## config.mk

```make
export PLATFORM = sky130hd
export DESIGN_NAME = sip_noninvite_server_transaction_flat
export DESIGN_NICKNAME = d
export VERILOG_FILES = /design/src/design/snst_pkg.sv /design/src/design/snst_if.sv /design/src/design/snst_core.sv /design/src/design/sip_noninvite_server_transaction.sv /design/src/flat_wrapper.sv
export SDC_FILE = /design/constraint.sdc
export NUM_CORES = 1
export LEC_CHECK = 0
export ABC_AREA = 1
export BUFFER_PORTS_ARGS = -buffer_cell sky130_fd_sc_hd__buf_2
export CORE_UTILIZATION = 61
export DETAILED_ROUTE_END_ITERATION = 7
export PLACE_DENSITY = 0.92
export SLEW_MARGIN = 5
export SYNTH_ARGS = -nofsm -noshare
export SYNTH_HDL_FRONTEND = slang
export SYNTH_SLANG_ARGS = --single-unit
```

## constraint.sdc

```tcl
create_clock -name i_clk -period 4.1 [get_ports i_clk]
set_input_delay 0.41 -clock i_clk [delete_from_list [all_inputs] [get_ports i_clk]]
set_output_delay 0.41 -clock i_clk [all_outputs]
set_load 0.05 [all_outputs]
```

## src/design/snst_pkg.sv

```systemverilog
// ---------------------------------------------------------------------------
// snst_pkg
// Types, widths and codes shared by the non-INVITE server transaction.
// ---------------------------------------------------------------------------
`default_nettype none

package snst_pkg;

    // Field widths
    localparam int KIND_W     = 2;
    localparam int CODE_W     = 10;
    localparam int STATE_W    = 3;
    localparam int T1_W       = 12;
    localparam int TIMER_W    = 18;
    localparam int CFG_ADDR_W = 8;
    localparam int CFG_DATA_W = 12;

    // Timer J is this many T1 intervals on an unreliable transport
    localparam int TIMER_J_FACTOR = 64;

    // Final responses start at this code
    localparam logic [CODE_W-1:0] FINAL_CODE = CODE_W'(200);

    // Configuration register indexes
    localparam logic [CFG_ADDR_W-1:0] CFG_T1_TICKS = CFG_ADDR_W'(0);
    localparam logic [CFG_ADDR_W-1:0] CFG_RELIABLE = CFG_ADDR_W'(1);

    // Configuration reset values
    localparam logic [T1_W-1:0] T1_TICKS_RESET = T1_W'(500);

    typedef enum logic [KIND_W-1:0] {
        KIND_START    = 2'd0,
        KIND_RESPONSE = 2'd1,
        KIND_RETRANS  = 2'd2,
        KIND_TICK     = 2'd3
    } t_kind;

    typedef enum logic [STATE_W-1:0] {
        PH_IDLE       = 3'd0,
        PH_TRYING     = 3'd1,
        PH_PROCEEDING = 3'd2,
        PH_COMPLETED  = 3'd3,
        PH_TERMINATED = 3'd4
    } t_phase;

    typedef struct packed {
        logic [T1_W-1:0] t1_ticks;
        logic            reliable;
    } t_cfg;

    typedef struct packed {
        logic [STATE_W-1:0] txn_state;
        logic               send_valid;
        logic [CODE_W-1:0]  send_code;
        logic               rejected;
        logic               timer_expired;
    } t_result;

endpackage

`default_nettype wire

```

## src/design/snst_if.sv

```systemverilog
// ---------------------------------------------------------------------------
// snst channel interfaces
// Event, result and configuration channels with valid/ready handshakes.
// ---------------------------------------------------------------------------
`default_nettype none

interface snst_evt_if;
    logic                           valid;
    logic                           ready;
    logic [snst_pkg::KIND_W-1:0]    kind;
    logic [snst_pkg::CODE_W-1:0]    status_code;

    modport source (output valid, output kind, output status_code, input ready);
    modport sink (input valid, input kind, input status_code, output ready);
endinterface

interface snst_res_if;
    logic                           valid;
    logic                           ready;
    logic [snst_pkg::STATE_W-1:0]   txn_state;
    logic                           send_valid;
    logic [snst_pkg::CODE_W-1:0]    send_code;
    logic                           rejected;
    logic                           timer_expired;

    modport source (
        output valid, output txn_state, output send_valid, output send_code,
        output rejected, output timer_expired, input ready
    );
    modport sink (
        input valid, input txn_state, input send_valid, input send_code,
        input rejected, input timer_expired, output ready
    );
endinterface

interface snst_cfg_if;
    logic                             valid;
    logic                             ready;
    logic [snst_pkg::CFG_ADDR_W-1:0]  addr;
    logic [snst_pkg::CFG_DATA_W-1:0]  data;

    modport source (output valid, output addr, output data, input ready);
    modport sink (input valid, input addr, input data, output ready);
endinterface

`default_nettype wire

```

## src/design/snst_core.sv

```systemverilog
// ---------------------------------------------------------------------------
// snst_core
// Transaction state and timer J; applies one event per cycle when fired.
// ---------------------------------------------------------------------------
`default_nettype none

module snst_core (
    input  wire                              i_clk,
    input  wire                              i_rst_n,
    input  wire                              i_fire,
    input  snst_pkg::t_kind                  i_kind,
    input  wire  [snst_pkg::CODE_W-1:0]      i_code,
    input  snst_pkg::t_cfg                   i_cfg,
    output snst_pkg::t_result                o_result
);

    snst_pkg::t_phase                  r_phase, n_phase;
    logic [snst_pkg::CODE_W-1:0]       r_kept, n_kept;
    logic [snst_pkg::TIMER_W-1:0]      r_left, n_left;
    logic                              r_armed, n_armed;
    logic [snst_pkg::TIMER_W-1:0]      w_load;

    // Timer J load: T1 times the factor, zero on a reliable transport
    assign w_load = i_cfg.reliable ? '0
                  : snst_pkg::TIMER_W'(i_cfg.t1_ticks)
                    * snst_pkg::TIMER_W'(snst_pkg::TIMER_J_FACTOR);

    // Hold state between events
    always_ff @(posedge i_clk) begin
        if (!i_rst_n) begin
            r_phase <= snst_pkg::PH_IDLE;
            r_kept  <= '0;
            r_left  <= '0;
            r_armed <= 1'b0;
        end else if (i_fire) begin
            r_phase <= n_phase;
            r_kept  <= n_kept;
            r_left  <= n_left;
            r_armed <= n_armed;
        end
    end

    // Next state and result for the current event
    always_comb begin
        n_phase  = r_phase;
        n_kept   = r_kept;
        n_left   = r_left;
        n_armed  = r_armed;
        o_result = '0;

        unique case (i_kind)
            snst_pkg::KIND_START: begin
                n_phase = snst_pkg::PH_TRYING;
                n_kept  = '0;
                n_left  = '0;
                n_armed = 1'b0;
            end
            snst_pkg::KIND_RESPONSE: begin
                if (r_phase == snst_pkg::PH_TRYING || r_phase == snst_pkg::PH_PROCEEDING) begin
                    n_kept              = i_code;
                    o_result.send_valid = 1'b1;
                    o_result.send_code  = i_code;
                    if (i_code < snst_pkg::FINAL_CODE) begin
                        n_phase = snst_pkg::PH_PROCEEDING;
                    end else begin
                        n_phase = snst_pkg::PH_COMPLETED;
                        n_left  = w_load;
                        n_armed = 1'b1;
                    end
                end else if (r_phase == snst_pkg::PH_COMPLETED) begin
                    o_result.rejected = 1'b1;
                end
            end
            snst_pkg::KIND_RETRANS: begin
                if (r_phase == snst_pkg::PH_PROCEEDING || r_phase == snst_pkg::PH_COMPLETED) begin
                    o_result.send_valid = 1'b1;
                    o_result.send_code  = r_kept;
                end
            end
            snst_pkg::KIND_TICK: begin
                if (r_phase == snst_pkg::PH_COMPLETED && r_armed) begin
                    // Fire at one or zero, otherwise count down
                    if (r_left <= snst_pkg::TIMER_W'(1)) begin
                        n_left                 = '0;
                        n_armed                = 1'b0;
                        n_phase                = snst_pkg::PH_TERMINATED;
                        o_result.timer_expired = 1'b1;
                    end else begin
                        n_left = r_left - snst_pkg::TIMER_W'(1);
                    end
                end
            end
            default: begin
                n_phase = r_phase;
            end
        endcase

        o_result.txn_state = n_phase;
    end

endmodule

`default_nettype wire

```

## src/design/sip_noninvite_server_transaction.sv

```systemverilog
// ---------------------------------------------------------------------------
// sip_noninvite_server_transaction
// Non-INVITE server transaction engine with timer J and register access.
// ---------------------------------------------------------------------------
// Usage:
//   i_evt carries one event per item: kind (start, response, request
//   retransmission, tick) and a status code used by responses.
//   o_res returns exactly one result item per event: the state after the
//   event, the response sent (if any), a rejection flag and a timer J flag.
//   i_cfg writes T1 (index 0) and the reliable-transport flag (index 1);
//   it is always ready, and other indexes are dropped.
// Data path and throughput:
//   An event is captured in the input register, then processed and
//   written to the result register once that register is free or its
//   item is taken. One event per cycle is sustained while o_res is ready.
// Reset:
//   Synchronous, active low. The transaction goes idle, timer J disarms,
//   T1 returns to 500 and the transport is unreliable.
// Stall:
//   While o_res is held, the input register still takes one more event,
//   then i_evt.ready drops until the result is taken.
// ---------------------------------------------------------------------------
`default_nettype none

module sip_noninvite_server_transaction (
    input  wire          i_clk,
    input  wire          i_rst_n,
    snst_evt_if.sink     i_evt,
    snst_res_if.source   o_res,
    snst_cfg_if.sink     i_cfg
);

    logic                              r_evt_valid;
    logic [snst_pkg::KIND_W-1:0]       r_kind;
    logic [snst_pkg::CODE_W-1:0]       r_code;
    logic                              r_res_valid;
    snst_pkg::t_result                 r_res;
    snst_pkg::t_result                 w_result;
    snst_pkg::t_cfg                    r_cfg;
    logic                              w_adv;

    // Advance when an event waits and the result register is free
    assign w_adv       = r_evt_valid && (!r_res_valid || o_res.ready);
    assign i_evt.ready = !r_evt_valid || w_adv;
    assign i_cfg.ready = 1'b1;

    // Configuration registers
    always_ff @(posedge i_clk) begin
        if (!i_rst_n) begin
            r_cfg.t1_ticks <= snst_pkg::T1_TICKS_RESET;
            r_cfg.reliable <= 1'b0;
        end else if (i_cfg.valid) begin
            unique case (i_cfg.addr)
                snst_pkg::CFG_T1_TICKS: r_cfg.t1_ticks <= i_cfg.data[snst_pkg::T1_W-1:0];
                snst_pkg::CFG_RELIABLE: r_cfg.reliable <= i_cfg.data[0];
                default: r_cfg <= r_cfg;
            endcase
        end
    end

    // Input register
    always_ff @(posedge i_clk) begin
        if (!i_rst_n) begin
            r_evt_valid <= 1'b0;
        end else if (i_evt.valid && i_evt.ready) begin
            r_evt_valid <= 1'b1;
        end else if (w_adv) begin
            r_evt_valid <= 1'b0;
        end
    end

    always_ff @(posedge i_clk) begin
        if (i_evt.valid && i_evt.ready) begin
            r_kind <= i_evt.kind;
            r_code <= i_evt.status_code;
        end
    end

    snst_core u_core (
        .i_clk    (i_clk),
        .i_rst_n  (i_rst_n),
        .i_fire   (w_adv),
        .i_kind   (snst_pkg::t_kind'(r_kind)),
        .i_code   (r_code),
        .i_cfg    (r_cfg),
        .o_result (w_result)
    );

    // Result register
    always_ff @(posedge i_clk) begin
        if (!i_rst_n) begin
            r_res_valid <= 1'b0;
        end else if (w_adv) begin
            r_res_valid <= 1'b1;
        end else if (o_res.ready) begin
            r_res_valid <= 1'b0;
        end
    end

    always_ff @(posedge i_clk) begin
        if (w_adv) begin
            r_res <= w_result;
        end
    end

    assign o_res.valid         = r_res_valid;
    assign o_res.txn_state     = r_res.txn_state;
    assign o_res.send_valid    = r_res.send_valid;
    assign o_res.send_code     = r_res.send_code;
    assign o_res.rejected      = r_res.rejected;
    assign o_res.timer_expired = r_res.timer_expired;

endmodule

`default_nettype wire

```

## src/flat_wrapper.sv

```systemverilog
// flat-port wrapper written by rule: the top's interface ports become plain ports
module sip_noninvite_server_transaction_flat 
  (i_clk, i_rst_n, i_evt_valid, i_evt_kind, i_evt_status_code, i_evt_ready, o_res_valid, o_res_txn_state, o_res_send_valid, o_res_send_code, o_res_rejected, o_res_timer_expired, o_res_ready, i_cfg_valid, i_cfg_addr, i_cfg_data, i_cfg_ready);
  snst_evt_if i_evt_i ();
  snst_res_if o_res_i ();
  snst_cfg_if i_cfg_i ();
  input  wire i_clk;
  input  wire i_rst_n;
  input wire logic [$bits(i_evt_i.valid)-1:0] i_evt_valid;
  input wire logic [$bits(i_evt_i.kind)-1:0] i_evt_kind;
  input wire logic [$bits(i_evt_i.status_code)-1:0] i_evt_status_code;
  output wire logic [$bits(i_evt_i.ready)-1:0] i_evt_ready;
  output wire logic [$bits(o_res_i.valid)-1:0] o_res_valid;
  output wire logic [$bits(o_res_i.txn_state)-1:0] o_res_txn_state;
  output wire logic [$bits(o_res_i.send_valid)-1:0] o_res_send_valid;
  output wire logic [$bits(o_res_i.send_code)-1:0] o_res_send_code;
  output wire logic [$bits(o_res_i.rejected)-1:0] o_res_rejected;
  output wire logic [$bits(o_res_i.timer_expired)-1:0] o_res_timer_expired;
  input wire logic [$bits(o_res_i.ready)-1:0] o_res_ready;
  input wire logic [$bits(i_cfg_i.valid)-1:0] i_cfg_valid;
  input wire logic [$bits(i_cfg_i.addr)-1:0] i_cfg_addr;
  input wire logic [$bits(i_cfg_i.data)-1:0] i_cfg_data;
  output wire logic [$bits(i_cfg_i.ready)-1:0] i_cfg_ready;
  assign i_evt_i.valid = i_evt_valid;
  assign i_evt_i.kind = i_evt_kind;
  assign i_evt_i.status_code = i_evt_status_code;
  assign i_evt_ready = i_evt_i.ready;
  assign o_res_valid = o_res_i.valid;
  assign o_res_txn_state = o_res_i.txn_state;
  assign o_res_send_valid = o_res_i.send_valid;
  assign o_res_send_code = o_res_i.send_code;
  assign o_res_rejected = o_res_i.rejected;
  assign o_res_timer_expired = o_res_i.timer_expired;
  assign o_res_i.ready = o_res_ready;
  assign i_cfg_i.valid = i_cfg_valid;
  assign i_cfg_i.addr = i_cfg_addr;
  assign i_cfg_i.data = i_cfg_data;
  assign i_cfg_ready = i_cfg_i.ready;
  sip_noninvite_server_transaction u_core (.i_clk(i_clk), .i_rst_n(i_rst_n), .i_evt(i_evt_i), .o_res(o_res_i), .i_cfg(i_cfg_i));
endmodule
```

==> results.cfg <==
[status]
status = completed

[power]
p_sw_w = 0.000479
power_density_mw_per_mm2 = 410
internal_power_w = 0.00118
vdd_drop_max_mv = 0.241
p_clk_share_pct = 34.5
switching_share_pct = 28.8
p_leak_nw = 1.77
power_w = 0.00166
p_seq_share_pct = 49.1
combPwrFrac_pct = 16.4

[final_layout]
area_growth_syn_to_layout_pct = 14.1
n_antenna_cell = 0
nets = 545
fillCellCount = 389
fin_util_pct = 72.7
final_common_cell = nand2_1
final_layout_size_suffix_gt1_share_pct = 18.2
final_cell_mix = nand2_1, buf_2, dfxtp_1

[global_routing]
grt_pass1_wl_mm = 13.2
grt_usage_pct = 28.0
grt_pass1_vias = 2829
grt-ovfl-total = 0
grt_max_degree = 33
grt_antenna_before_repair = 0

[sta]
rsz0062_at_grt = false
holdWs_ns = 0.228
worst_pin_slew_ns = 0.579
min_period_ns = 2.08
hold_violations = 0
fin_setup_tns_ns = 0
setup_violations = 0
fin_skew_ns = 0.00683
setup_ws_ns = 2.02
slew_headroom_pct = 61.4
slew_viol_final = 0
post-route-period-util_pct = 50.8
max_freq_mhz = 480

[die]
dieWidth_um = 78.3
rows = 27
pin_count = 56
die_h_um = 78.3
core_area_mm2 = 0.00557
die_area_mm2 = 0.00613
start_util_pct = 63.7

[worst_setup_path]
worstPathMaxFanout = 11
critical_path.slowest_cell = dfxtp_1
criticalPathCategory = reg -> reg
startpoint_type = flip-flop
path_cells = inv_1 -> ha_1 -> nand2_2 -> a21oi_2 -> nand2_1 -> nand2_1 -> nand2_1 -> o21ai_0 -> inv_1
cpPeakStageDelay_ns = 0.34
crit_required_ns = 4.20
cp.arrival_ns = 2.19
cp-end-kind = flip-flop
crit_top_cell = nand2_1

[clock_tree]
path_clk_slew_ns = 0.08
cts_hold_buf = 0
cts_buffer_depth = 2
cts_buffers = 9
cts_tree = yes
cts-htree-levels = 3
cts_resized = 0
cts_root_buf = clkbuf_8
clock_latency_ns = 0.35
post_cts_buffers = 0
cts_sinks = 75

[routing]
ant_nets = 0
drc = 0
vias_per_cell = 5.53
routed_wl_mm = 7.96
drt_iter0_drc = 416
drtPass1Iterations = 6
vias = 3197
avgRoutedWirePerCell_um = 13.8

[yosys]
syn-num-nets = 491
ys_warn_count = 0
yosysSeqAreaShare_pct = 50.2
yosys.cell_types.count = 37
netlist_area_mm2 = 0.00355
synth_edf_count = 28
synthArstFlopShare_pct = 0
ys_ff_latch = 75
syn_area_per_cell_um2 = 7.95
synth_ff_type = dfxtp_1
syn_inst = 447

[run]
cap_viol_max_count = 0

[placed_design]
dp_slack_ns = 2.06
routabilityCongestion = 0.849
port_buffers = 54
hpwl_mm = 5.27

[worst_hold_path]
min_path_type = in -> reg
[path summary, 6_finish.rpt]
path	from	end	slack (ns)	cells after the start
max	u_core.u_core.r_left[0]	u_core.o_res.txn_state[1]	2.02	9
min reg2reg	u_core.u_core.r_kept[3]	u_core.u_core.r_kept[3]	0.47	2
max reg2reg	u_core.u_core.r_left[0]	u_core.o_res.txn_state[1]	2.02	9
min	i_evt_status_code[7]	u_core.r_code[7]	0.23	1
[power groups by stage]
stage / Clock, W / Sequential (W) / Combinational, W
detailed placement: 0 / 0.000832 / 0.000263
global placement: 0 / 0.000831 / 0.000254
CTS: 0.000575 / 0.000816 / 0.000267
finish: 0.000573 / 0.000816 / 0.000272
global route: 0.000607 / 0.000818 / 0.000301
floorplan: 0 / 0.000851 / 0.000182
[sequential cells by signal (all words and copies together) (netlist names), 2 cells and up]
name and count:
u_core.r_code 10, u_core.o_res.send_code 10, u_core.r_kind 2, u_core.u_core.r_kept 10, u_core.u_core.r_left 18, u_core.u_core.r_phase 3
u_core.r_cfg 13, u_core.o_res.txn_state 3
[critical path: cells and delay by family, from the launching register on]
| kind | cells | cell delay [ns] |
|---|---|---|
| AOI/OAI and AO/OA | 2 | 0.44 |
| buffers and inverters | 2 | 0.16 |
| DFF | 1 | 0.34 |
| adders and majority gates | 1 | 0.23 |
| and+or+nand+nor | 4 | 0.64 |
[per-layer routing]
layer  global-route usage (%)  part of all wire, %  up-vias
met5                        0                    0        -
met4                     12.0                  1.6        0
met3                     4.42                  7.5       15
met2                     43.2                   47      172
met1                     39.3                   44     1444
li1                         -                    -     1566
[cell families (layout without fill, tap and decap cells)]
kind of cell             count (synthesis)  count (layout)  synth area share, %
adder cells (fa/ha/maj)                  7               7                 2.47
flip-flops                              75              75                 50.2
AND/OR/NAND/NOR                        229             229                 27.3
AO/OA/AOI/OAI                           76              76                 11.5
other                                    1               1                0.106
XOR/XNOR                                10              10                 2.47
buffers and inverters                   49             108                 5.99
[synthesized netlist by cell type, types with 2 or more instances]
cell type,instances,area share [%]
nand2_1,138,15
dfxtp_1,47,26
a21oi_1,46,6.5
nor2_1,41,4.3
inv_1,30,3.2
nand3_1,29,4.1
edfxtp_1,28,24
o21ai_0,16,2.3
ha_1,7,2.5
nor2_2,6,1.1
xnor2_1,5,1.2
xor2_1,5,1.2
buf_2,4,0.56
a21oi_2,3,0.74
clkbuf_1,3,0.32
clkinv_1,3,0.32
inv_2,3,0.32
nand2_2,3,0.53
nor3_1,3,0.42
o21ai_1,3,0.42
o22ai_1,3,0.53
buf_1,2,0.21
buf_6,2,0.63
nand3_2,2,0.56
nor3_2,2,0.56
nor4_1,2,0.35
[per-stage QoR]
step,instance area (um^2),std cells
finish,4050,578
detailed placement,3850,562
global placement,3850,562
CTS,4050,578
floorplan,3550,447
global route,4050,578
[cell type report]
cell class,instances,area (um^2),share of cell area [%]
flip-flops and latches,75,1780,44.0
multi-input cells,323,1560,38.4
repair buffers,55,278,6.85
inverters,37,144,3.55
clock buffers,10,138,3.40
well taps,72,90.1,2.22
clock inverters,6,63.8,1.57
Power figures use the tool's default switching activity.
